**config.mk**
```make
export PLATFORM = sky130hd
export DESIGN_NAME = rct_slot
export DESIGN_NICKNAME = d
export VERILOG_FILES = /design/src/hdl/rct_pkg.sv /design/src/hdl/rct_slot.sv
export SDC_FILE = /design/constraint.sdc
export NUM_CORES = 1
export LEC_CHECK = 0
export ABC_CLOCK_PERIOD_IN_PS = 5100
export BUFFER_PORTS_ARGS = -buffer_cell sky130_fd_sc_hd__buf_4
export CAP_MARGIN = 20
export CORE_MARGIN = 1.5
export CORE_UTILIZATION = 55
export DETAILED_ROUTE_END_ITERATION = 10
export PLACE_DENSITY = 0.9
export SYNTH_ARGS = -nofsm -noshare
export SYNTH_HDL_FRONTEND = slang
export SYNTH_SLANG_ARGS = --single-unit
export TNS_END_PERCENT = 1
```
**constraint.sdc**
```tcl
create_clock -name clk_i -period 5.1 [get_ports clk_i]
set_input_delay 0 -clock clk_i [delete_from_list [all_inputs] [get_ports clk_i]]
set_output_delay 0 -clock clk_i [all_outputs]
set_load 0.01 [all_outputs]
```
**src/hdl/rct_pkg.sv**
```systemverilog
`timescale 1ns / 1ps
// ----------------------------------------------------------------------------
// rct_pkg
// Shared types and constants for the reference-count table.
// ----------------------------------------------------------------------------
package rct_pkg;

  localparam int ENTRIES    = 64;
  localparam int COUNT_BITS = 16;
  localparam int ID_W       = 32;
  localparam int REF_W      = 17;

  localparam logic [COUNT_BITS-1:0] COUNT_MAX = '1;
  localparam logic [COUNT_BITS-1:0] COUNT_ONE = COUNT_BITS'(1);
  localparam logic signed [REF_W-1:0] REF_NONE = '1;  // -1: identifier absent

  typedef enum logic [1:0] {
    ACT_ADD     = 2'd0,
    ACT_RELEASE = 2'd1,
    ACT_QUERY   = 2'd2
  } action_e;

  typedef enum logic [1:0] {
    ST_OK        = 2'd0,
    ST_NOT_FOUND = 2'd1,
    ST_FULL      = 2'd2
  } status_e;

  // request broadcast to every slot
  typedef struct packed {
    logic             upd;     // request leaves the input stage this cycle
    logic [1:0]       action;
    logic [ID_W-1:0]  id;
  } rct_req_t;

  // count to 17-bit signed result field (zero-extend or truncate)
  function automatic logic signed [REF_W-1:0] to_ref(input logic [COUNT_BITS-1:0] c);
    logic [COUNT_BITS+REF_W-1:0] tmp;
    tmp = (COUNT_BITS + REF_W)'(c);
    return signed'(tmp[REF_W-1:0]);
  endfunction

endpackage

```
**src/hdl/rct_slot.sv**
```systemverilog
`timescale 1ns / 1ps
// ----------------------------------------------------------------------------
// rct_slot
// One table slot: valid bit, identifier, count, match compare and update.
// ----------------------------------------------------------------------------
module rct_slot (
  input  logic                           clk_i,
  input  logic                           rst_ni,
  input  rct_pkg::rct_req_t              req_i,
  input  logic                           alloc_i,  // insert here (no hit anywhere)
  output logic                           hit_o,
  output logic                           valid_o,
  output logic [rct_pkg::COUNT_BITS-1:0] count_o
);
  import rct_pkg::*;

  logic                  valid_q, valid_d;
  logic [ID_W-1:0]       id_q, id_d;
  logic [COUNT_BITS-1:0] count_q, count_d;

  assign hit_o   = valid_q && (id_q == req_i.id);
  assign valid_o = valid_q;
  assign count_o = count_q;

  always_comb begin
    valid_d = valid_q;
    id_d    = id_q;
    count_d = count_q;
    if (req_i.upd) begin
      case (req_i.action)
        ACT_ADD: begin
          if (hit_o) begin
            if (count_q != COUNT_MAX) count_d = count_q + COUNT_ONE;
          end else if (alloc_i) begin
            valid_d = 1'b1;
            id_d    = req_i.id;
            count_d = COUNT_ONE;
          end
        end
        ACT_RELEASE: begin
          if (hit_o) begin
            if (count_q <= COUNT_ONE) begin
              valid_d = 1'b0;
              count_d = '0;
            end else begin
              count_d = count_q - COUNT_ONE;
            end
          end
        end
        default: ;  // query and the unused code: no change
      endcase
    end
  end

  always_ff @(posedge clk_i or negedge rst_ni) begin
    if (!rst_ni) begin
      valid_q <= 1'b0;
    end else begin
      valid_q <= valid_d;
    end
  end

  always_ff @(posedge clk_i) begin
    id_q    <= id_d;
    count_q <= count_d;
  end

endmodule

```
Word-level counts from Yosys, hierarchy flattened

Index checks and enable logic that the tools add are counted.

Bits in registers: 49

Add/sub/neg operators: 2
Order comparisons: 1
Reductions and logical operators: 6
Eq/ne operators: 9
Bitwise logic cells: 1
Mux-type cells: 11

Operator list:

| cell                  | number |
|---|---|
| $mux 16               | 5 |
| $eq 32x32->1          | 1 |
| $pmux 16 s2           | 1 |
| $add 16x1->16 const B | 1 |
| $le 16x1->1 const B   | 1 |
| $ne 16x16->1 const B  | 1 |
| $sub 16x1->16 const B | 1 |
| $ne 2x2->1 const B    | 4 |
| $ne 3x3->1 const B    | 2 |
| $reduce_and 6->1      | 1 |
| $reduce_and 5->1      | 1 |
| $mux 1                | 4 |
| $reduce_and 4->1      | 1 |
| $eq 2x1->1 const B    | 1 |
| $logic_not 2->1       | 1 |
| $pmux 1 s2            | 1 |
| $reduce_bool 2->1     | 1 |
| $logic_and 1x1->1     | 1 |
| $not 1->1             | 1 |

Logic depth before layout (Yosys ltp)

Depth after elaboration: 4
Mapped depth: 8
Mapped depth without buffers: 7

Least setup slack after synthesis

Ideal clock, no wire load.

Kind: register -> register
From: register id_q[14]
To: register id_q[0], enable pin
Clock period less this slack: 3.601 ns
Setup slack: 1.499 ns
Arrival time: 3.137 ns
Required time: 4.636 ns
Cell stages (with the launch flop): 6
Setup time: 0.464 ns
Cells stage by stage: edfxtp_1 xnor2_1 nand3_1 or3_1 nor3_1 nor3_1

Cells in the longest elaborated chain, start to end: 4

RTL lines:

| element                    | RTL line       | RTL |
|---|---|---|
| start, declared            | rct_slot.sv:18 | `logic [ID_W-1:0] id_q, id_d;` |
| start signal, assigned     | rct_slot.sv:64 | `id_q <= id_d;` |
| $eq 32x32->1               | rct_slot.sv:21 | `assign hit_o = valid_q && (id_q == req_i.id);` |
| $logic_and 1x1->1          | rct_slot.sv:21 |  |
| $not 1->1 (no line)        | n/a            |  |
| $reduce_and 4->1 (no line) | n/a            |  |

No other way between the ends.
A chain may end at the register's enable or synchronous reset.

Worst setup path after layout

From: register id_q[18]
To: register count_q[1] (netlist: count_o[1]), enable pin

Cells in the longest elaborated chain, start to end: 4
Elaborated cells between the ends (all ways): 6
Classes of those cells: eq/ne: 4; reduce/logical: 2

RTL lines:

| element                                            | RTL line       | RTL |
|---|---|---|
| $eq 32x32->1 (*)                                   | rct_slot.sv:21 |  |
| $logic_and 1x1->1 (*)                              | rct_slot.sv:21 |  |
| $ne 3x3->1 (no line) or $ne 2x2->1 (tied branches) | n/a            |  |
| $reduce_and 5->1 (no line) (*)                     | n/a            |  |
| end signal, assigned                               | rct_slot.sv:65 | `count_q <= count_d;` |
| end, declared                                      | rct_slot.sv:19 | `logic [COUNT_BITS-1:0] count_q, count_d;` |

Mark *: on every way between the ends. The rest lies on a longest branch, timed or not.

==> results.toml <==
[outcome]
status = "finished clean"

[route]
ant_nets = 0
wl_per_cell_um = 18.38
vias = 2444
drt-total-wl_um = 7372
viasPerCell = 6.095
drtIter0Drc = 357
drc = 0
dr.pass1.iters = 5

[timing]
tightestPinTransition_ns = 1.154
fin_tns_setup_ns = 0
setup_viol = 0
fmax_mhz = 311.3
hold_viol = 0
finalCritPeriodShare = 0.6299
slew_violations = 0
fin_crit_ns = 3.213
fin_skew_ns = 0.01881
max-slew-margin-rel = 0.2232
rsz0062_at_grt = "false"

[grt]
grt_use_total = 0.2860
grt_pass1_wl_um = 11740
grt_pass1_vias = 2418
antenna_found_initial = 0
grt_max_degree = 22
overflow = 0

[die]
rows = 25
die_h_um = 74.45
core_um2 = 4817
num_io_pins = 56
start_util = 0.5829
die_width_um = 74.45
die-area_um2 = 5543

[clock_network]
cts_tree = "yes"
root_buffer = "clkbuf_8"
holdBufCountCts = 34
clk_pin_slew_ns = 0.10
clk_latency_ns = 0.31
ctsLongestPathBuffers = 2
cts_buffers = 5
htreeDepth = 2
postCtsSetupBuffers = 0
cts_resized = 0
cts_num_sinks = 49

[pwr]
combPwrFrac = 0.133
peakVddDrop_mv = 0.1929
p_sw_frac = 0.2400
p_switching_mw = 0.1921
clkPwrFrac = 0.290
power_density_nw_per_um2 = 217.1
intPower_mw = 0.6083
p_leak_nw = 1.340
p_seq_frac = 0.577

[synthesis]
synth-seq-area-share = 0.5223
synth_seq_cells = 49
yosysUniqueCellTypes = 53
avgSynthCellArea_um2 = 11.60
synthTopCellsByArea = "edfxtp_1 51%, xor2_1 7.2%, xnor2_1 4.4%, nor4_1 2.5%, nor2_1 2.0%"
synthFlopType = "edfxtp_1"
yosysWarnings = 0
syn-cell-area_um2 = 2808
yosysTopAreaCell = "edfxtp_1"
async_flop_share = 0.02041
synth_edf_count = 48
syn-num-nets = 283
synth_top_area_frac = 0.5134
postSynthCellCount = 242

[hold_path]
hold_class = "input port to flip-flop"

[final_layout]
syn_to_final_growth_pct = 31.28
multi_input_area_um2 = 1251
post-route-util = 0.7652
num_antenna_cells = 0
final_cell_mix = "57 x buf_4, 48 x edfxtp_1, 34 x dlygate4sd3_1"
final_common_cell = "buf_4"
fillCellCount = 303
final_net_count = 374
register_area_um2 = 1466
drive_gt1_frac = 0.2335

[worst_setup_path]
path_max_fanout = 9
arrival_ns = 3.23
start_kind = "flip-flop"
end_kind = "flip-flop"
required_ns = 5.12
critPathKind = "flip-flop to flip-flop"

[place]
port_buffers = 55
place_hpwl_um = 4486
routabilityCongestion = 0.8182

[job]
maxCapViolations = 0
-- cells in the mapped netlist, types with 7 or more instances --
library cell	count
edfxtp_1	48
xor2_1	23
nor2_1	15
xnor2_1	14
nor4_1	11
a21oi_1	10
nand2_1	10
nor3_1	10
and3_1	7
nand2b_1	7
nand3_1	7
-- layout make-up --
class,count,share of cell area
Clock inverter,2,0.002716
Inverter,6,0.006110
Multi-Input combinational cell,179,0.3394
Tap cell,67,0.02274
Sequential cell,49,0.3978
Clock buffer,6,0.01969
Timing Repair Buffer,92,0.2115
-- logic make-up after synthesis --
| kind of cell | after synthesis | synth area share |
|---|---|---|
| buffers and inverters | 14 | 0.03565 |
| and+or+nand+nor | 94 | 0.1930 |
| AOI/OAI and AO/OA | 45 | 0.1203 |
| xor gates and xnor gates | 37 | 0.1154 |
| DFF | 49 | 0.5223 |
| adders and majority gates | 3 | 0.01337 |
-- final timing paths --
check / start / endpoint / slack (ns) / cells after the start
max: id_q[18] / count_o[1] / 1.89 / 7
min: req_i[34] / valid_o / 0.01 / 3
max reg2reg: id_q[18] / count_o[1] / 1.89 / 7
min reg2reg: valid_o / valid_o / 0.56 / 1
max in group asynchronous: rst_ni / valid_o / 4.45 / 3
min in group asynchronous: rst_ni / valid_o / 0.55 / 3
-- power by group through the flow --
stage | sequential [mW] | clock (mW) | combinational [mW]
after detailed placement | 0.471 | 0 | 0.0805
after floorplan | 0.469 | 0 | 0.0411
after CTS | 0.461 | 0.224 | 0.102
after global placement | 0.470 | 0 | 0.0780
final | 0.462 | 0.232 | 0.106
after global routing | 0.463 | 0.246 | 0.115
-- critical path: stages (launching register included) --
cell	delay, ns
edfxtp_1	0.39
xor2_1	0.15
nor4_1	0.62
nand4_1	0.18
nor3_1	0.57
nor2b_1	0.12
nor3_2	0.65
buf_6	0.24
-- flip-flops by register name (all words and copies together), names as in the netlist --
signal   count
count_o     16
valid_o      1
id_q        32
-- metal layers --
layer / vias to the layer above / wire length [um] / track usage
met5: - / 0 / 0
met4: 0 / 227 / 0.1192
met3: 29 / 478 / 0.05827
met2: 156 / 3764 / 0.4990
met1: 1145 / 2902 / 0.3451
li1: 1114 / - / -
-- stage by stage --
stage | total power, mW | worst slack [ns] | area, um2 | instances | hold WS [ns]
detailed placement | 0.5512 | 1.814 | 3252 | 358 | -0.2208
global route | 0.8242 | 1.681 | 3686 | 401 | 0.01649
global placement | 0.5477 | 1.959 | 3252 | 358 | -0.2195
finish | 0.8004 | 1.887 | 3686 | 401 | 0.01404
CTS | 0.7875 | 1.800 | 3675 | 400 | 0.01430
floorplan | 0.5103 | 1.499 | 2808 | 242 | -0.2956
Note: power is estimated with default switching activity, not from simulation.
